--- config.mk ---
export PLATFORM = sky130hd
export DESIGN_NAME = preemptive_priority_scheduler_core
export DESIGN_NICKNAME = d
export VERILOG_FILES = /design/src/rtl/pps_pkg.sv /design/src/rtl/preemptive_priority_scheduler_core.sv /design/src/rtl/pps_table.sv /design/src/rtl/pps_scan.sv
export SDC_FILE = /design/constraint.sdc
export NUM_CORES = 2
export LEC_CHECK = 0
export BUFFER_PORTS_ARGS = -buffer_cell sky130_fd_sc_hd__buf_4
export CAP_MARGIN = 20
export CORE_MARGIN = 2
export CORE_UTILIZATION = 43
export DETAILED_ROUTE_END_ITERATION = 12
export PLACE_DENSITY = 0.69
export SKIP_LAST_GASP = 1
export SLEW_MARGIN = 5
export SYNTH_ARGS = -nofsm -noshare
export SYNTH_HDL_FRONTEND = slang
export SYNTH_HIERARCHICAL = 1
export SYNTH_SLANG_ARGS = --single-unit
--- constraint.sdc ---
create_clock -name aclk -period 6.9 [get_ports aclk]
set_input_delay 0.69 -clock aclk [delete_from_list [all_inputs] [get_ports aclk]]
set_output_delay 0.69 -clock aclk [all_outputs]
set_load 0.02 [all_outputs]
--- src/rtl/pps_pkg.sv ---
// shared types and fixed field widths for the preemptive priority scheduler
// no dependencies; imported by every module of the block
`default_nettype none

package pps_pkg;

    localparam int unsigned TIME_W = 20;
    localparam int unsigned SUM_W  = 24;
    localparam int unsigned ARR_W  = 16;
    localparam int unsigned LEN_W  = 16;
    localparam int unsigned PRIO_W = 8;
    localparam int unsigned SLOT_W = 4;

    localparam int unsigned S_DATA_W = 48;
    localparam int unsigned M_DATA_W = 96;

    localparam logic [TIME_W-1:0] TIME_MAX = {TIME_W{1'b1}};
    localparam logic [SUM_W-1:0]  SUM_MAX  = {SUM_W{1'b1}};

    localparam logic FUNC_LOAD = 1'b0;
    localparam logic FUNC_TICK = 1'b1;

    // one process table entry
    typedef struct packed {
        logic [ARR_W-1:0]  arrive;
        logic [LEN_W-1:0]  remain;
        logic [LEN_W-1:0]  init_len;
        logic [PRIO_W-1:0] prio;
    } entry_t;

    // control from sequencer to the compare unit
    typedef struct packed {
        logic clear;
        logic en;
        logic pend;
    } scan_ctrl_t;

endpackage

`default_nettype wire

--- src/rtl/preemptive_priority_scheduler_core.sv ---
// preemptive priority scheduler top level: sequencer, state and stream ports
// depends on pps_pkg, pps_table and pps_scan
//
// usage
//   one input word is either a slot load (s_tuser = 0) or a time tick
//   (s_tuser = 1); every input word produces exactly one output word
//   a load writes the slot's arrival, burst (zero taken as one) and priority
//   and marks it pending; loads into a slot at or above MAX_PROCESSES are
//   dropped but still answered
//   a tick with a slot pending walks the whole table through one compare unit,
//   one slot per cycle, picks the arrived pending slot with the smallest
//   priority (lowest slot on ties), runs it one unit, updates time, idle, totals
// timing
//   a load, or a tick with nothing pending, goes from accept straight to the
//   finish state, which waits for a free output register, loads it and raises
//   m_tvalid; a tick with a slot pending first passes through the scan, drain,
//   update, acc1 and acc2 states, the scan going through the single read port
//   s_tready is high only while the sequencer is idle; one word at a time
// reset and stall
//   aresetn clears pending flags, time, idle count and totals; table contents
//   stay undefined until loaded
//   a finished word waits in the output register; the next input word may
//   be accepted meanwhile, but its result waits until the held word is taken
`default_nettype none

module preemptive_priority_scheduler_core
    import pps_pkg::*;
#(
    parameter int unsigned MAX_PROCESSES = 16
) (
    input  wire logic                aclk,
    input  wire logic                aresetn,
    // slot[3:0], arrival[19:4], burst[35:20], prio[43:36], zero pad [47:44]
    input  wire logic [S_DATA_W-1:0] s_tdata,
    // func[0]
    input  wire logic                s_tuser,
    input  wire logic                s_tvalid,
    output logic                     s_tready,
    // ran_valid[0], ran_slot[4:1], completed[5], finish_at[25:6], all_done[26],
    // sum_turnaround[50:27], sum_waiting[74:51], idle_ticks[94:75], pad[95]
    output logic [M_DATA_W-1:0]      m_tdata,
    output logic                     m_tvalid,
    input  wire logic                m_tready
);

    localparam int unsigned IDX_W = (MAX_PROCESSES > 1) ? $clog2(MAX_PROCESSES) : 1;
    localparam logic [IDX_W-1:0] LAST_IDX = IDX_W'(MAX_PROCESSES - 1);

    // sequencer states
    typedef enum logic [6:0] {
        ST_IDLE   = 7'b0000001,
        ST_SCAN   = 7'b0000010,
        ST_DRAIN  = 7'b0000100,
        ST_UPDATE = 7'b0001000,
        ST_ACC1   = 7'b0010000,
        ST_ACC2   = 7'b0100000,
        ST_FIN    = 7'b1000000
    } state_t;

    state_t state_reg, state_next;

    // input field split
    logic [SLOT_W-1:0] in_slot;
    logic [ARR_W-1:0]  in_arrival;
    logic [LEN_W-1:0]  in_burst;
    logic [PRIO_W-1:0] in_prio;
    logic              in_func;
    logic              accept;
    logic              slot_ok;

    assign in_slot    = s_tdata[3:0];
    assign in_arrival = s_tdata[19:4];
    assign in_burst   = s_tdata[35:20];
    assign in_prio    = s_tdata[43:36];
    assign in_func    = s_tuser;

    assign s_tready = (state_reg == ST_IDLE);
    assign accept   = s_tvalid && s_tready;
    assign slot_ok  = ({3'b000, in_slot} < 7'(MAX_PROCESSES));

    // scheduler state
    logic [MAX_PROCESSES-1:0] pending_reg;
    logic [TIME_W-1:0]        now_reg;
    logic [TIME_W-1:0]        idle_reg;
    logic [SUM_W-1:0]         turn_sum_reg;
    logic [SUM_W-1:0]         wait_sum_reg;
    logic                     ran_valid_reg;
    logic [SLOT_W-1:0]        ran_slot_reg;
    logic                     completed_reg;
    logic [TIME_W-1:0]        turn_reg;
    logic [TIME_W-1:0]        wait_reg;

    // scan counter and read pipeline
    logic [IDX_W-1:0] cnt_reg;
    logic [IDX_W-1:0] rd_idx_reg;
    logic             rd_vld_reg;

    // table ports
    logic             tbl_wr_en;
    logic [IDX_W-1:0] tbl_wr_addr;
    entry_t           tbl_wr_data;
    entry_t           tbl_rd_data;
    logic             tbl_rd_en;

    // compare unit
    scan_ctrl_t       scan_ctrl;
    logic             scan_found;
    logic [IDX_W-1:0] scan_best_idx;
    entry_t           scan_best;

    logic [TIME_W-1:0] now_inc;
    logic [TIME_W-1:0] idle_inc;
    logic [SUM_W:0]    turn_add;
    logic [SUM_W:0]    wait_add;
    logic              out_free;
    logic              last_unit;

    assign now_inc   = (now_reg == TIME_MAX) ? now_reg : now_reg + 1'b1;
    assign idle_inc  = (idle_reg == TIME_MAX) ? idle_reg : idle_reg + 1'b1;
    assign turn_add  = {1'b0, turn_sum_reg} + {{(SUM_W-TIME_W+1){1'b0}}, turn_reg};
    assign wait_add  = {1'b0, wait_sum_reg} + {{(SUM_W-TIME_W+1){1'b0}}, wait_reg};
    assign out_free  = !m_tvalid || m_tready;
    assign last_unit = (scan_best.remain == LEN_W'(1));

    pps_table #(
        .DEPTH (MAX_PROCESSES),
        .IDX_W (IDX_W)
    ) u_table (
        .aclk    (aclk),
        .wr_en   (tbl_wr_en),
        .wr_addr (tbl_wr_addr),
        .wr_data (tbl_wr_data),
        .rd_en   (tbl_rd_en),
        .rd_addr (cnt_reg),
        .rd_data (tbl_rd_data)
    );

    always_comb begin
        scan_ctrl.clear = accept;
        scan_ctrl.en    = rd_vld_reg;
        scan_ctrl.pend  = pending_reg[rd_idx_reg];
    end

    pps_scan #(
        .IDX_W (IDX_W)
    ) u_scan (
        .aclk       (aclk),
        .aresetn    (aresetn),
        .ctrl       (scan_ctrl),
        .idx        (rd_idx_reg),
        .entry      (tbl_rd_data),
        .now        (now_reg),
        .found      (scan_found),
        .best_idx   (scan_best_idx),
        .best_entry (scan_best)
    );

    // table write: a load at accept, or the decremented burst on update
    always_comb begin
        tbl_wr_en   = 1'b0;
        tbl_wr_addr = IDX_W'(in_slot);
        tbl_wr_data = '0;
        tbl_rd_en   = (state_reg == ST_SCAN);
        if (accept && in_func == FUNC_LOAD && slot_ok) begin
            tbl_wr_en            = 1'b1;
            tbl_wr_data.arrive   = in_arrival;
            tbl_wr_data.remain   = (in_burst == '0) ? LEN_W'(1) : in_burst;
            tbl_wr_data.init_len = (in_burst == '0) ? LEN_W'(1) : in_burst;
            tbl_wr_data.prio     = in_prio;
        end else if (state_reg == ST_UPDATE && scan_found) begin
            tbl_wr_en          = 1'b1;
            tbl_wr_addr        = scan_best_idx;
            tbl_wr_data        = scan_best;
            tbl_wr_data.remain = scan_best.remain - 1'b1;
        end
    end

    // sequencer
    always_comb begin
        state_next = state_reg;
        unique case (state_reg)
            ST_IDLE: begin
                if (accept) begin
                    if (in_func == FUNC_TICK && (|pending_reg)) begin
                        state_next = ST_SCAN;
                    end else begin
                        state_next = ST_FIN;
                    end
                end
            end
            ST_SCAN: begin
                if (cnt_reg == LAST_IDX) begin
                    state_next = ST_DRAIN;
                end
            end
            ST_DRAIN:  state_next = ST_UPDATE;
            ST_UPDATE: state_next = ST_ACC1;
            ST_ACC1:   state_next = ST_ACC2;
            ST_ACC2:   state_next = ST_FIN;
            ST_FIN: begin
                if (out_free) begin
                    state_next = ST_IDLE;
                end
            end
            default:   state_next = ST_IDLE;
        endcase
    end

    // control state
    always_ff @(posedge aclk) begin
        if (!aresetn) begin
            state_reg    <= ST_IDLE;
            pending_reg  <= '0;
            now_reg      <= '0;
            idle_reg     <= '0;
            turn_sum_reg <= '0;
            wait_sum_reg <= '0;
            cnt_reg      <= '0;
            rd_vld_reg   <= 1'b0;
            m_tvalid     <= 1'b0;
        end else begin
            state_reg  <= state_next;
            rd_vld_reg <= (state_reg == ST_SCAN);

            if (state_reg == ST_SCAN) begin
                cnt_reg <= cnt_reg + 1'b1;
            end else begin
                cnt_reg <= '0;
            end

            if (accept && in_func == FUNC_LOAD && slot_ok) begin
                pending_reg[IDX_W'(in_slot)] <= 1'b1;
            end

            if (state_reg == ST_UPDATE) begin
                now_reg <= now_inc;
                if (!scan_found) begin
                    idle_reg <= idle_inc;
                end else if (last_unit) begin
                    pending_reg[scan_best_idx] <= 1'b0;
                end
            end

            // saturating totals, turnaround then waiting
            if (state_reg == ST_ACC1 && completed_reg) begin
                turn_sum_reg <= turn_add[SUM_W] ? SUM_MAX : turn_add[SUM_W-1:0];
            end
            if (state_reg == ST_ACC2 && completed_reg) begin
                wait_sum_reg <= wait_add[SUM_W] ? SUM_MAX : wait_add[SUM_W-1:0];
            end

            if (state_reg == ST_FIN && out_free) begin
                m_tvalid <= 1'b1;
            end else if (m_tvalid && m_tready) begin
                m_tvalid <= 1'b0;
            end
        end
    end

    // per-word result flags and intermediate times
    always_ff @(posedge aclk) begin
        rd_idx_reg <= cnt_reg;
        if (accept) begin
            ran_valid_reg <= 1'b0;
            ran_slot_reg  <= '0;
            completed_reg <= 1'b0;
        end else if (state_reg == ST_UPDATE && scan_found) begin
            ran_valid_reg <= 1'b1;
            ran_slot_reg  <= SLOT_W'(scan_best_idx);
            completed_reg <= last_unit;
            // arrival never exceeds the time after the tick
            turn_reg      <= now_inc - {{(TIME_W-ARR_W){1'b0}}, scan_best.arrive};
        end
        if (state_reg == ST_ACC1) begin
            if (turn_reg >= {{(TIME_W-LEN_W){1'b0}}, scan_best.init_len}) begin
                wait_reg <= turn_reg - {{(TIME_W-LEN_W){1'b0}}, scan_best.init_len};
            end else begin
                wait_reg <= '0;
            end
        end
        if (state_reg == ST_FIN && out_free) begin
            m_tdata <= {1'b0, idle_reg, wait_sum_reg, turn_sum_reg, ~(|pending_reg),
                        now_reg, completed_reg, ran_slot_reg, ran_valid_reg};
        end
    end

endmodule

`default_nettype wire

--- src/rtl/pps_table.sv ---
// process table memory: one write port, one registered read port
// depends on pps_pkg for the entry type
`default_nettype none

module pps_table
    import pps_pkg::*;
#(
    parameter int unsigned DEPTH = 16,
    parameter int unsigned IDX_W = 4
) (
    input  wire logic             aclk,
    input  wire logic             wr_en,
    input  wire logic [IDX_W-1:0] wr_addr,
    input  wire entry_t           wr_data,
    input  wire logic             rd_en,
    input  wire logic [IDX_W-1:0] rd_addr,
    output entry_t                rd_data
);

    entry_t mem [DEPTH];
    entry_t rd_data_reg;

    always_ff @(posedge aclk) begin
        if (wr_en) begin
            mem[wr_addr] <= wr_data;
        end
    end

    always_ff @(posedge aclk) begin
        if (rd_en) begin
            rd_data_reg <= mem[rd_addr];
        end
    end

    assign rd_data = rd_data_reg;

endmodule

`default_nettype wire

--- src/rtl/pps_scan.sv ---
// shared compare unit: keeps the eligible entry with the smallest priority
// depends on pps_pkg for entry and control types
`default_nettype none

module pps_scan
    import pps_pkg::*;
#(
    parameter int unsigned IDX_W = 4
) (
    input  wire logic              aclk,
    input  wire logic              aresetn,
    input  wire scan_ctrl_t        ctrl,
    input  wire logic [IDX_W-1:0]  idx,
    input  wire entry_t            entry,
    input  wire logic [TIME_W-1:0] now,
    output logic                   found,
    output logic [IDX_W-1:0]       best_idx,
    output entry_t                 best_entry
);

    logic             found_reg;
    logic [IDX_W-1:0] best_idx_reg;
    entry_t           best_entry_reg;
    logic             take;

    // arrived and pending, and strictly better so ties keep the lower slot
    always_comb begin
        take = ctrl.en && ctrl.pend
            && ({{(TIME_W-ARR_W){1'b0}}, entry.arrive} <= now)
            && (!found_reg || (entry.prio < best_entry_reg.prio));
    end

    always_ff @(posedge aclk) begin
        if (!aresetn || ctrl.clear) begin
            found_reg <= 1'b0;
        end else if (take) begin
            found_reg <= 1'b1;
        end
    end

    always_ff @(posedge aclk) begin
        if (take) begin
            best_idx_reg   <= idx;
            best_entry_reg <= entry;
        end
    end

    assign found      = found_reg;
    assign best_idx   = best_idx_reg;
    assign best_entry = best_entry_reg;

endmodule

`default_nettype wire

==> results.rst <==
.. list-table::
   :header-rows: 1

   * - Metric
     - Value
   * - Share of cells above drive strength 1
     - 0.214
   * - Setup WS post-layout
     - 2.12 ns
   * - Register-to-register setup slack
     - 2.12 ns
   * - Maximum clock frequency
     - 209 MHz
   * - Final layout net count
     - 3,485
   * - Largest register by flop count
     - u_table/mem
   * - Number of cells upsized or downsized after cts
     - 0
   * - Crit start category
     - register
   * - Post-Synth XOR/XNOR Area
     - 0.0199
   * - Cells along the critical path
     - ha_1 > nand3_1 > or4_1 > xnor2_1 > ha_1 > inv_1 > fa_1 > a21oi_1 > o21ai_0 > a21oi_1 > o21ai_0 > a31oi_1 > o21ai_0 > a2111oi_2 > xnor2_1
   * - Area fraction of the dominant cell type after synthesis
     - 0.662
   * - Final-report max-slew violation count
     - 0
   * - Worst hold path type
     - input pin to register
   * - Max_cap viols
     - 0
   * - Proportion of synthesized chip area in sequential cells
     - 0.712
   * - Number of enable-type register cells in the synthesized netlist
     - 1,147
   * - Complex-gate fraction of the synthesized area
     - 0.0658
   * - Area growth syn-to-layout
     - 14.7%
   * - Crit Path Category
     - register to register
   * - Worst path most repeated cell
     - sky130_fd_sc_hd__o21ai_0
   * - Via count of the routed design
     - 28,857
   * - Floorplan die width
     - 352 um
   * - Setup violation total in the final timing report
     - 0
   * - Top post-synthesis cells by area
     - sky130_fd_sc_hd__edfxtp_1, sky130_fd_sc_hd__mux4_2, sky130_fd_sc_hd__dfxtp_1
   * - Total routed wirelength
     - 123,000 um
   * - Sort of element at the end of the critical path
     - register
   * - Post-CTS Hold Buffers
     - 0
   * - Max FFs per register
     - 896
   * - Largest family of logic cells by synthesized area
     - multiplexers
   * - Portion of netlist area occupied by mux cells
     - 0.101
   * - Endpoint arrival time on the critical path
     - 5.25 ns
   * - First-pass GRT wire length
     - 181,000 um
   * - Routed len/inst
     - 24.3 um
   * - Standard-cell row count
     - 127
   * - Worst IR drop on VDD
     - 0.276 mV
   * - Post-Place Setup Slack
     - 2.19 ns
   * - Share of flip-flops with an asynchronous set or reset
     - 0
   * - Final worst clock skew
     - 0.0652 ns
   * - Top Ports
     - 151
   * - Slew margin rel.
     - 0.252
   * - Post-synth top area cell
     - sky130_fd_sc_hd__edfxtp_1
   * - Count of antenna-violating nets left after detailed routing
     - 0
   * - Unrepaired setup endpoints after global routing
     - false
   * - Top flop regs
     - u_table/mem (896), m_tdata (95)
   * - Design Power
     - 15.9 mW
   * - Iteration count of the initial detailed-routing pass
     - 5
   * - Std-Cell Core Area
     - 120,000 um2
   * - Netlist Area Pre-Place
     - 52,000 um2
   * - Outcome
     - finished, final reports clean
   * - Leftover overflow at the end of global routing
     - 0
   * - Cells after DPL
     - 4,814
   * - TritonCTS buffer count
     - 121
   * - Post-Route Setup TNS
     - 0 ns
   * - Vias in the first global route
     - 28,444
   * - Global routing usage summed across all routing layers
     - 0.197
   * - Number of violations reported at the end of detailed-routing iteration 0
     - 2,985
   * - Slowest library cell on the worst path
     - sky130_fd_sc_hd__or4_1
   * - Antenna violations before repair
     - 6
   * - Slowest stage delay, CP
     - 0.69 ns
   * - Period Utilization, post-route
     - 0.693
   * - Largest net degree at the start of global routing
     - 97
   * - Seq cells post-synth
     - 1,275
   * - Worst EP required
     - 7.37 ns
   * - Clock slew seen by the registers of the worst setup and hold paths
     - 0.06 ns
   * - H-Tree Depth
     - 3
   * - Die H
     - 352 um
   * - Hold Violations, Final
     - 0
   * - Post-synthesis simple-gate area fraction
     - 0.0571
   * - Adder-cell share of the synthesized area
     - 0.0256
   * - Input/output buffers
     - 145
   * - Power density cells
     - 266 nW/um2
   * - Tightest Pin Transition
     - 1.12 ns
   * - Initial standard-cell utilization of the core
     - 0.433
   * - Final Wtd Congestion
     - 0.871
   * - CTS tree
     - built
   * - Post-route DRC violation count
     - 0
   * - Die area
     - 124,000 um2
   * - Average instance area after synthesis
     - 16.8 um2
   * - Drt via density
     - 5.72
   * - Highest fanout seen on the critical path
     - 11
   * - Syn_nets
     - 3,251
   * - Non-filler instance count after layout
     - 5,049
   * - P_leak
     - 19.9 nW
   * - Buffer count from post-CTS setup fixing
     - 0
   * - Synth unique cells
     - 94
   * - Syn Inst Count
     - 3,094
   * - Clock Tree Buf Depth
     - 3
   * - Post-layout min period
     - 4.78 ns
   * - Library cell used as clock root buffer
     - sky130_fd_sc_hd__clkbuf_16
   * - Dominant register cell in the synthesized netlist
     - sky130_fd_sc_hd__edfxtp_1
   * - Clock insertion delay at the later pin of the skew report
     - 0.76 ns
   * - # clock sinks
     - 1,275
   * - Placed wire-length estimate
     - 71,600 um
   * - Yosys warns
     - 6
==> cells in the final DEF (no fill, tap or decap), drive strengths merged, types with 6 or more instances in the layout <==
cell / n
clkinv: 54
and2: 12
a21o: 29
nor4: 20
a21oi: 119
bufinv: 15
o21bai: 12
nand3b: 7
or3: 12
mux4: 229
clkinvlp: 8
xor2: 49
nor2: 161
nand2b: 17
clkbuf: 147
and3: 16
nand3: 43
a211oi: 12
a22oi: 112
edfxtp: 1147
a31oi: 36
nor2b: 20
nand4: 24
nor3: 56
inv: 94
o21a: 12
xnor2: 69
and4: 6
dfxtp: 128
buf: 240
o21ai: 137
nand2: 192
a22o: 12
ha: 100
==> cell usage after synthesis, drive strengths merged, types with 20 or more instances <==
cell type,n
a21oi,119
xor2,49
nand4,24
xnor2,69
nand3,43
inv,88
nor2b,20
nor3,56
buf,46
clkbuf,83
ha,100
nor4,20
a31oi,36
a22oi,112
nand2,192
nor2,161
mux4,229
o21ai,137
a21o,29
edfxtp,1147
dfxtp,128
==> worst paths after layout <==
| check | start | end | cells past startpoint |
|---|---|---|---|
| hold reg to reg | u_table/rd_data[15] | u_scan/best_entry[15] | 0 |
| hold / removal | m_tready | m_tvalid | 3 |
| setup / recovery | now_reg[0] | turn_reg[18] | 15 |
| setup reg to reg | now_reg[0] | turn_reg[18] | 15 |
==> per-stage QoR <==
stage	instance area, um2	util	hold WS (ns)
6_report	59700	0.497	0.307
3_3_place_gp	55400	0.462	0.402
5_1_grt	59600	0.497	0.303
4_1_cts	59600	0.497	0.260
2_1_floorplan	52000	-	0.368
3_5_place_dp	55400	0.462	0.405
==> cells by family after synthesis <==
family                   Yosys count
AO/OA/AOI/OAI                    528
XOR/XNOR                         118
adder cells (fa/ha/maj)          104
buffers and inverters            219
flip-flops                      1275
multiplexers                     238
other                              1
AND/OR/NAND/NOR                  611
==> critical path: cells and delay by family, from the launching register on <==
kind,cells,cell delay (ns)
AO/OA/AOI/OAI,7,1.66
adder cells (fa/ha/maj),3,1.05
AND/OR/NAND/NOR,2,0.80
flip-flops,1,0.56
XOR/XNOR,2,0.38
buffers and inverters,1,0.06
==> routing by layer <==
metal  share of wire  global-route usage
met4           0.022              0.0493
met5         0.00033                   0
met1            0.42               0.273
met2            0.48               0.323
met3           0.075              0.0371
==> area by class of cell <==
cell class | count | area (um2)
flip-flops and latches | 1275 | 37000
fillers | 9785 | 60300
well taps | 1612 | 2020
diodes | 4 | 10.0
multi-input cells | 1600 | 14200
repair buffers | 240 | 1900
clock inverters | 81 | 918
inverters | 90 | 338
clock buffers | 147 | 3270
==> where the power goes <==
group	internal (mW)	total [mW]	switching, mW
combinational	0.130	0.450	0.320
clock	3.95	6.88	2.92
sequential	8.51	8.53	0.0234
No activity file was read; power rests on OpenSTA's default activity.
